[src/rtl/psl_pkg.sv]
`timescale 1ns / 1ps
`default_nettype none
// ----------------------------------------------------------------------------
// Positional sequential list package
// Shared sizes, command codes and the control bundle that feeds each cell.
// ----------------------------------------------------------------------------
package psl_pkg;

  // Number of entries held in the cell chain.
  localparam int CAPACITY = 32;

  localparam int DATA_W = 32;
  localparam int POS_W  = 6;
  localparam int CMD_W  = 2;
  localparam int CNT_W  = 6;

  // Length register holds 0..CAPACITY.
  localparam int LEN_W = $clog2(CAPACITY + 1);

  // Width used for position compares; it must hold CAPACITY + 1 and any position.
  localparam int CMP_RAW_W = $clog2(CAPACITY + 2);
  localparam int CMP_W     = (CMP_RAW_W > POS_W) ? CMP_RAW_W : POS_W;

  typedef enum logic [CMD_W-1:0] {
    CMD_READ   = 2'd0,
    CMD_INSERT = 2'd1,
    CMD_DELETE = 2'd2,
    CMD_RSVD   = 2'd3
  } psl_cmd_t;

  // Broadcast to every cell in the chain for one request.
  typedef struct packed {
    logic                     ins_en;
    logic                     del_en;
    logic [CMP_W-1:0]         pos;
    logic signed [DATA_W-1:0] value;
  } psl_ctl_t;

endpackage
`default_nettype wire

[src/rtl/positional_sequential_list.sv]
`timescale 1ns / 1ps
`default_nettype none
// ----------------------------------------------------------------------------
// Positional sequential list
// Bounded ordered list of signed words with read, insert and delete by position.
// ----------------------------------------------------------------------------
// Usage:
//   A request is taken at a rising edge where start is high and busy is low.
//   It carries command (read, insert, delete), a one-based position and, for
//   insert, a value. Exactly one result follows: done is high for a single
//   cycle, the cycle right after the request, with status (0 ok, 1 error),
//   element (value read or removed, zero otherwise) and count (length after
//   the request). The receiver cannot hold results off; they must be taken
//   in the cycle that done marks.
// Throughput:
//   One request per clock. The list is a chain of identical cells, one entry
//   each, and every cell shifts from its left or right neighbor in the same
//   cycle, so an insert or delete anywhere never holds up the next request.
//   Read data comes from the addressed cell's tap through an OR tree over the
//   chain. busy therefore never rises.
// Reset:
//   rst clears the length to zero (empty list) and drops done. Cell contents
//   are not cleared; no entry is read before it has been written.
// ----------------------------------------------------------------------------
module positional_sequential_list (
  input  wire                                clk,
  input  wire                                rst,
  input  wire                                start,
  output logic                               busy,
  input  wire  [psl_pkg::CMD_W-1:0]          command,
  input  wire  [psl_pkg::POS_W-1:0]          position,
  input  wire  signed [psl_pkg::DATA_W-1:0]  value,
  output logic                               done,
  output logic                               status,
  output logic signed [psl_pkg::DATA_W-1:0]  element,
  output logic [psl_pkg::CNT_W-1:0]          count
);

  localparam int CAP    = psl_pkg::CAPACITY;
  localparam int CMP_W  = psl_pkg::CMP_W;
  localparam int LEN_W  = psl_pkg::LEN_W;
  localparam int DATA_W = psl_pkg::DATA_W;

  logic [LEN_W-1:0]          len;
  logic [LEN_W-1:0]          len_next;
  logic                      accept;
  logic [CMP_W-1:0]          pos_ext;
  logic [CMP_W-1:0]          len_ext;
  logic                      pos_nonzero;
  logic                      read_ok;
  logic                      ins_ok;
  logic                      del_ok;
  logic                      req_ok;
  logic signed [DATA_W-1:0]  read_data;
  psl_pkg::psl_ctl_t         ctl;

  logic signed [DATA_W-1:0]  cell_data [CAP];
  logic signed [DATA_W-1:0]  cell_tap  [CAP];

  // No request ever has to wait, so requests are never refused.
  assign busy   = 1'b0;
  assign accept = start && !busy;

  assign pos_ext     = CMP_W'(position);
  assign len_ext     = CMP_W'(len);
  assign pos_nonzero = (position != '0);

  // Range checks. Insert also allows one past the end, which is an append.
  always_comb begin
    read_ok = 1'b0;
    ins_ok  = 1'b0;
    del_ok  = 1'b0;
    case (psl_pkg::psl_cmd_t'(command))
      psl_pkg::CMD_READ: begin
        read_ok = pos_nonzero && (pos_ext <= len_ext);
      end
      psl_pkg::CMD_INSERT: begin
        ins_ok = (len_ext < CMP_W'(CAP)) && pos_nonzero &&
                 (pos_ext <= (len_ext + CMP_W'(1)));
      end
      psl_pkg::CMD_DELETE: begin
        del_ok = pos_nonzero && (pos_ext <= len_ext);
      end
      default: begin
        read_ok = 1'b0;
      end
    endcase
  end

  assign req_ok = read_ok || ins_ok || del_ok;

  // Broadcast control: the chain only moves on an accepted, valid request.
  always_comb begin
    ctl.ins_en = accept && ins_ok;
    ctl.del_en = accept && del_ok;
    ctl.pos    = pos_ext;
    ctl.value  = value;
  end

  // The chain of cells. Each cell sees its left and right neighbor; the ends
  // see zero, which is never stored into a live entry.
  for (genvar i = 0; i < CAP; i++) begin : g_cell
    logic signed [DATA_W-1:0] left_in;
    logic signed [DATA_W-1:0] right_in;

    if (i == 0) begin : g_first
      assign left_in = '0;
    end else begin : g_mid_l
      assign left_in = cell_data[i-1];
    end

    if (i == CAP - 1) begin : g_last
      assign right_in = '0;
    end else begin : g_mid_r
      assign right_in = cell_data[i+1];
    end

    psl_cell u_cell (
      .clk        (clk),
      .ctl        (ctl),
      .slot       (CMP_W'(i + 1)),
      .from_left  (left_in),
      .from_right (right_in),
      .data       (cell_data[i]),
      .tap        (cell_tap[i])
    );
  end

  // At most one tap is nonzero, so an OR picks the addressed entry.
  always_comb begin
    read_data = '0;
    for (int k = 0; k < CAP; k++) begin
      read_data = read_data | cell_tap[k];
    end
  end

  always_comb begin
    len_next = len;
    if (accept && ins_ok) begin
      len_next = len + LEN_W'(1);
    end else if (accept && del_ok) begin
      len_next = len - LEN_W'(1);
    end
  end

  // Length and result registers.
  always_ff @(posedge clk) begin
    if (rst) begin
      len  <= '0;
      done <= 1'b0;
    end else begin
      len  <= len_next;
      done <= accept;
    end
  end

  always_ff @(posedge clk) begin
    if (accept) begin
      status  <= !req_ok;
      element <= (read_ok || del_ok) ? read_data : '0;
      count   <= psl_pkg::CNT_W'(len_next);
    end
  end

`ifndef SYNTHESIS
  // Every accepted request yields a result in the next cycle.
  a_result_follows: assert property (@(posedge clk) disable iff (rst)
    accept |=> done)
    else $error("request accepted without a result on the next cycle");

  // The length never passes the capacity.
  a_len_bound: assert property (@(posedge clk) disable iff (rst)
    len <= LEN_W'(CAP))
    else $error("list length above capacity");

  // An error result carries a zero element.
  a_error_zero: assert property (@(posedge clk) disable iff (rst)
    (done && status) |-> (element == '0))
    else $error("error result with nonzero element");

  // A good insert grows the list by exactly one.
  a_insert_grows: assert property (@(posedge clk) disable iff (rst)
    (accept && ins_ok) |=> (len == ($past(len) + LEN_W'(1))))
    else $error("insert did not grow the list by one");
`endif

endmodule
`default_nettype wire

[src/rtl/psl_cell.sv]
`timescale 1ns / 1ps
`default_nettype none
// ----------------------------------------------------------------------------
// Positional sequential list cell
// Holds one list entry and shifts with its neighbors on insert and delete.
// ----------------------------------------------------------------------------
module psl_cell (
  input  wire                                clk,
  input  wire  psl_pkg::psl_ctl_t            ctl,
  input  wire  [psl_pkg::CMP_W-1:0]          slot,
  input  wire  signed [psl_pkg::DATA_W-1:0]  from_left,
  input  wire  signed [psl_pkg::DATA_W-1:0]  from_right,
  output logic signed [psl_pkg::DATA_W-1:0]  data,
  output logic signed [psl_pkg::DATA_W-1:0]  tap
);

  logic hit;
  logic above;

  // slot is this cell's one-based position in the list.
  assign hit   = (slot == ctl.pos);
  assign above = (slot > ctl.pos);

  // Only the addressed cell drives its tap; the top level ORs all taps.
  assign tap = hit ? data : '0;

  always_ff @(posedge clk) begin
    if (ctl.ins_en) begin
      if (above) begin
        data <= from_left;
      end else if (hit) begin
        data <= ctl.value;
      end
    end else if (ctl.del_en) begin
      if (above || hit) begin
        data <= from_right;
      end
    end
  end

endmodule
`default_nettype wire
[config.mk]
export PLATFORM = sky130hd
export DESIGN_NAME = positional_sequential_list
export DESIGN_NICKNAME = d
export VERILOG_FILES = /design/src/rtl/psl_pkg.sv /design/src/rtl/positional_sequential_list.sv /design/src/rtl/psl_cell.sv
export SDC_FILE = /design/constraint.sdc
export NUM_CORES = 2
export LEC_CHECK = 0
export BUFFER_PORTS_ARGS = -buffer_cell sky130_fd_sc_hd__buf_2
export CAP_MARGIN = 40
export CORE_AREA = 4 4 370 335
export DETAILED_ROUTE_END_ITERATION = 16
export DIE_AREA = 0 0 374 339
export PLACE_DENSITY = 0.65
export SYNTH_ARGS = -nofsm -noshare
export SYNTH_HDL_FRONTEND = slang
export SYNTH_SLANG_ARGS = --single-unit
[constraint.sdc]
create_clock -name clk -period 16.5 [get_ports clk]
set_clock_uncertainty 0.15 [all_clocks]
set_input_delay 0.825 -clock clk [delete_from_list [all_inputs] [get_ports clk]]
set_output_delay 0.825 -clock clk [all_outputs]
set_load 0.02 [all_outputs]
==> impl_metrics.env <==
export IMPL_fin_crit_ps=6283
export IMPL_gp_congestion=0.9035
export IMPL_rrSetupSlack_ps=10220
export IMPL_worstPathCellList="inv_1 -> nor3_1 -> and3_1 -> xnor2_1 -> ha_1 -> and4_1 -> and3_1 -> o2111ai_4 -> buf_12 -> buf_4 -> buf_12 -> buf_12 -> buf_4 -> buf_16 -> o21ai_0"
export IMPL_rows=121
export IMPL_drt_wl_total_mm=261.8
export IMPL_worstRegToRegCells=15
export IMPL_rsz0062_at_grt="false"
export IMPL_synth_ff_type="edfxtp_1"
export IMPL_p_leak_uw=0.02552
export IMPL_cts_resized=0
export IMPL_htreeDepth=3
export IMPL_antenna_found_initial=9
export IMPL_switching_power_uw=1635
export IMPL_worst_slack_ps=10220
export IMPL_critPathArrivalTime_ps=6600
export IMPL_postPlaceCellArea_mm2=0.06253
export IMPL_place_ws_ps=10180
export IMPL_clk_latency_ps=760
export IMPL_synth_edf_count=1063
export IMPL_cts_sinks=1070
export IMPL_tns_ps=0
export IMPL_track_usage_pct=39.76
export IMPL_critical_path_max_fanout=270
export IMPL_cts_hold_buf=0
export IMPL_num_vias=52170
export IMPL_syn_area_mm2=0.05964
export IMPL_cpMostUsedCell="buf_12"
export IMPL_drive_above_1_share_pct=9.308
export IMPL_worstHoldEndpoint="done"
export IMPL_worst_setup_path_start_kind="flop"
export IMPL_fmax_mhz=159.2
export IMPL_slew_headroom_pct=22.54
export IMPL_cts_root_buf="clkbuf_16"
export IMPL_vdd_ir_drop_max_mv=0.08614
export IMPL_wl_per_cell_um=35.80
export IMPL_start_util_pct=49.55
export IMPL_area_growth_pct=11.11
export IMPL_syn_nets=5850
export IMPL_synth_seq_cells=1070
export IMPL_cp_end_kind="flop"
export IMPL_design_area_mm2=0.06627
export IMPL_status="completed"
export IMPL_synth_avg_cell_area_um2=10.30
export IMPL_synthArstFlopShare_pct=0
export IMPL_cts_setup_buffers=0
export IMPL_max_slew_worst_pin_slew_ps=1162
export IMPL_r2r_start="len[0]"
export IMPL_power_frac_clock_pct=41.8
export IMPL_power_density_mw_per_mm2=95.55
export IMPL_cts_tree="done"
export IMPL_min_path_cells=2
export IMPL_final_max_slew_viol_count=0
export IMPL_first_iter_violations=10560
export IMPL_drc=0
export IMPL_synth_distinct_cells=58
export IMPL_cts_path_max_buffers=3
export IMPL_grt_pass1_wl_mm=362.9
export IMPL_cp_top_family="buffers and inverters"
export IMPL_ant_nets=0
export IMPL_cp_slowest_cell="buf_12"
export IMPL_synth_cells=5793
export IMPL_seqPwrFrac_pct=48.2
export IMPL_post_route_period_util_pct=38.08
export IMPL_r2r_end="g_cell[7].u_cell.data[18]"
export IMPL_grt_pass1_vias=47480
export IMPL_grt_max_degree=273
export IMPL_fin_util_pct=55.06
export IMPL_dieArea_mm2=0.1268
export IMPL_yosys_warnings=0
export IMPL_firstDrtPassIters=7
export IMPL_p_sw_share_pct=25.82
export IMPL_pwr_share_comb_pct=10.0
export IMPL_maxCapViolCount=0
export IMPL_critPathMaxStageDelay_ps=670
export IMPL_criticalPathCategory="flop to flop"
export IMPL_ys_seq_area_share_pct=53.75
export IMPL_hold_ws_ps=282.1
export IMPL_cts_buffers=117
export IMPL_path_clk_slew_ps=60
export IMPL_io_pins=84
export IMPL_p_int_uw=4697
export IMPL_crit_required_ps=16820
export IMPL_setup_violations=0
export IMPL_nFillCells=10380
export IMPL_die_width_um=374
export IMPL_hold_path_class="input pin to flop"
export IMPL_crit_buf_inv=7
export IMPL_coreArea_mm2=0.1204
export IMPL_grt_overflow_total=0
export IMPL_hpwl_mm=145.6
export IMPL_finalNetCount=5670
export IMPL_port_buffers=82
export IMPL_via_per_inst=7.132
export IMPL_die_y_um=339
export IMPL_finalHoldViolations=0
export IMPL_min_from="rst"
-- per-layer routing --
layer  up-vias  track usage (%)  routed length [µm]
li1      21090                -                   -
met3      1162            16.75               48260
met5         -                0                  38
met1     24980            54.37               92940
met2      4936            53.31              102300
met4         6            20.99               18320
-- metrics by stage --
stage	std cells	power (µW)
CTS	7303	6292
global route	7307	6452
finish	7314	6332
global placement	7047	3678
floorplan	5793	3464
detailed placement	7092	3706
-- cell usage in the layout (no fill, tap or decap), types with 14 or more instances in the layout --
master and count:
a21oi_1 24, a22oi_1 492, a31oi_1 135, buf_12 20, buf_16 29, buf_2 80
buf_4 131, clkbuf_1 26, clkbuf_16 118, clkinv_1 27, clkinv_2 19, edfxtp_1 1063
ha_1 14, inv_1 17, mux2i_1 864, nand2_1 1301, nand4_1 62, nor2_1 194
nor2_4 47, nor3_2 22, nor4_1 25, o21ai_0 817, o21ai_1 16
-- registers in the layout (all words and copies together) (netlist names) --
signal and count:
element 32, g_cell.u_cell.data 1024, status 1, done 1, count 6, len 6
-- cells in the mapped netlist, types with 7 or more instances --
cell	instances	share of area (%)
clkbuf_1	378	2.4
nand4_1	62	0.65
mux2i_1	864	14
o21ai_1	16	0.13
nor2_1	239	1.5
a31oi_1	137	1.4
nor4_1	25	0.26
nor3_1	34	0.29
buf_4	21	0.26
inv_1	17	0.11
edfxtp_1	1063	54
xnor2_1	9	0.13
a22oi_1	492	6.2
buf_2	155	1.3
a22o_1	11	0.16
nand2b_1	8	0.084
and3_1	9	0.094
a221oi_1	11	0.16
o21ai_0	818	6.9
a21oi_1	27	0.23
nand3_1	7	0.059
nand2_1	1304	8.2
ha_1	14	0.29
dfxtp_1	7	0.23
-- worst register-to-register path: stages, from the launching register on --
cell,delay (ps)
dfxtp_1,450
inv_1,130
nor3_1,350
and3_1,250
xnor2_1,140
ha_1,280
and4_1,230
and3_1,220
o2111ai_4,480
buf_12,670
buf_4,640
buf_12,330
buf_12,700
buf_4,490
buf_16,310
o21ai_0,210
-- area by class of cell --
cell class | instances | area [µm²] | area share, %
clock inverter | 67 | 633.1 | 0.9554
inverter | 17 | 63.81 | 0.09629
tap | 1599 | 2001 | 3.019
antenna | 10 | 25.02 | 0.03776
sequential | 1070 | 32060 | 48.38
clock buffer | 144 | 3050 | 4.603
multi-input combinational | 4147 | 25850 | 39.01
timing repair buffer | 260 | 2582 | 3.897
-- power by group through the flow --
stage	sequential, µW	clock [µW]	combinational, µW
2_1_floorplan	3100	0	360
4_1_cts	3050	2640	601
3_5_place_dp	3110	0	600
5_1_grt	3050	2750	652
3_3_place_gp	3110	0	572
6_report	3050	2650	634
-- cells by family after synthesis --
| family | Yosys count | synth area share [%] |
|---|---|---|
| XOR/XNOR | 9 | 0.1322 |
| AO/OA/AOI/OAI | 1536 | 15.56 |
| AND/OR/NAND/NOR | 1718 | 11.55 |
| other | 1 | 0.006287 |
| flip-flops | 1070 | 53.75 |
| adder cells (fa/ha/maj) | 14 | 0.2937 |
| buffers and inverters | 576 | 4.114 |
| multiplexers | 869 | 14.59 |
-- worst max path at each step --
stage | start | to | slack, ps | cells after the start
after detailed placement | position[5] | g_cell[25].u_cell.data[17] | 10180 | 12
after floorplan | len[2] | g_cell[9].u_cell.data[0] | 10710 | 14
after CTS | len[2] | g_cell[7].u_cell.data[18] | 10300 | 15
after global placement | position[5] | g_cell[8].u_cell.data[18] | 9970 | 10
after global routing | len[0] | g_cell[7].u_cell.data[18] | 9740 | 15
final | len[0] | g_cell[7].u_cell.data[18] | 10220 | 15
Note: power is estimated with default switching activity, not from simulation.
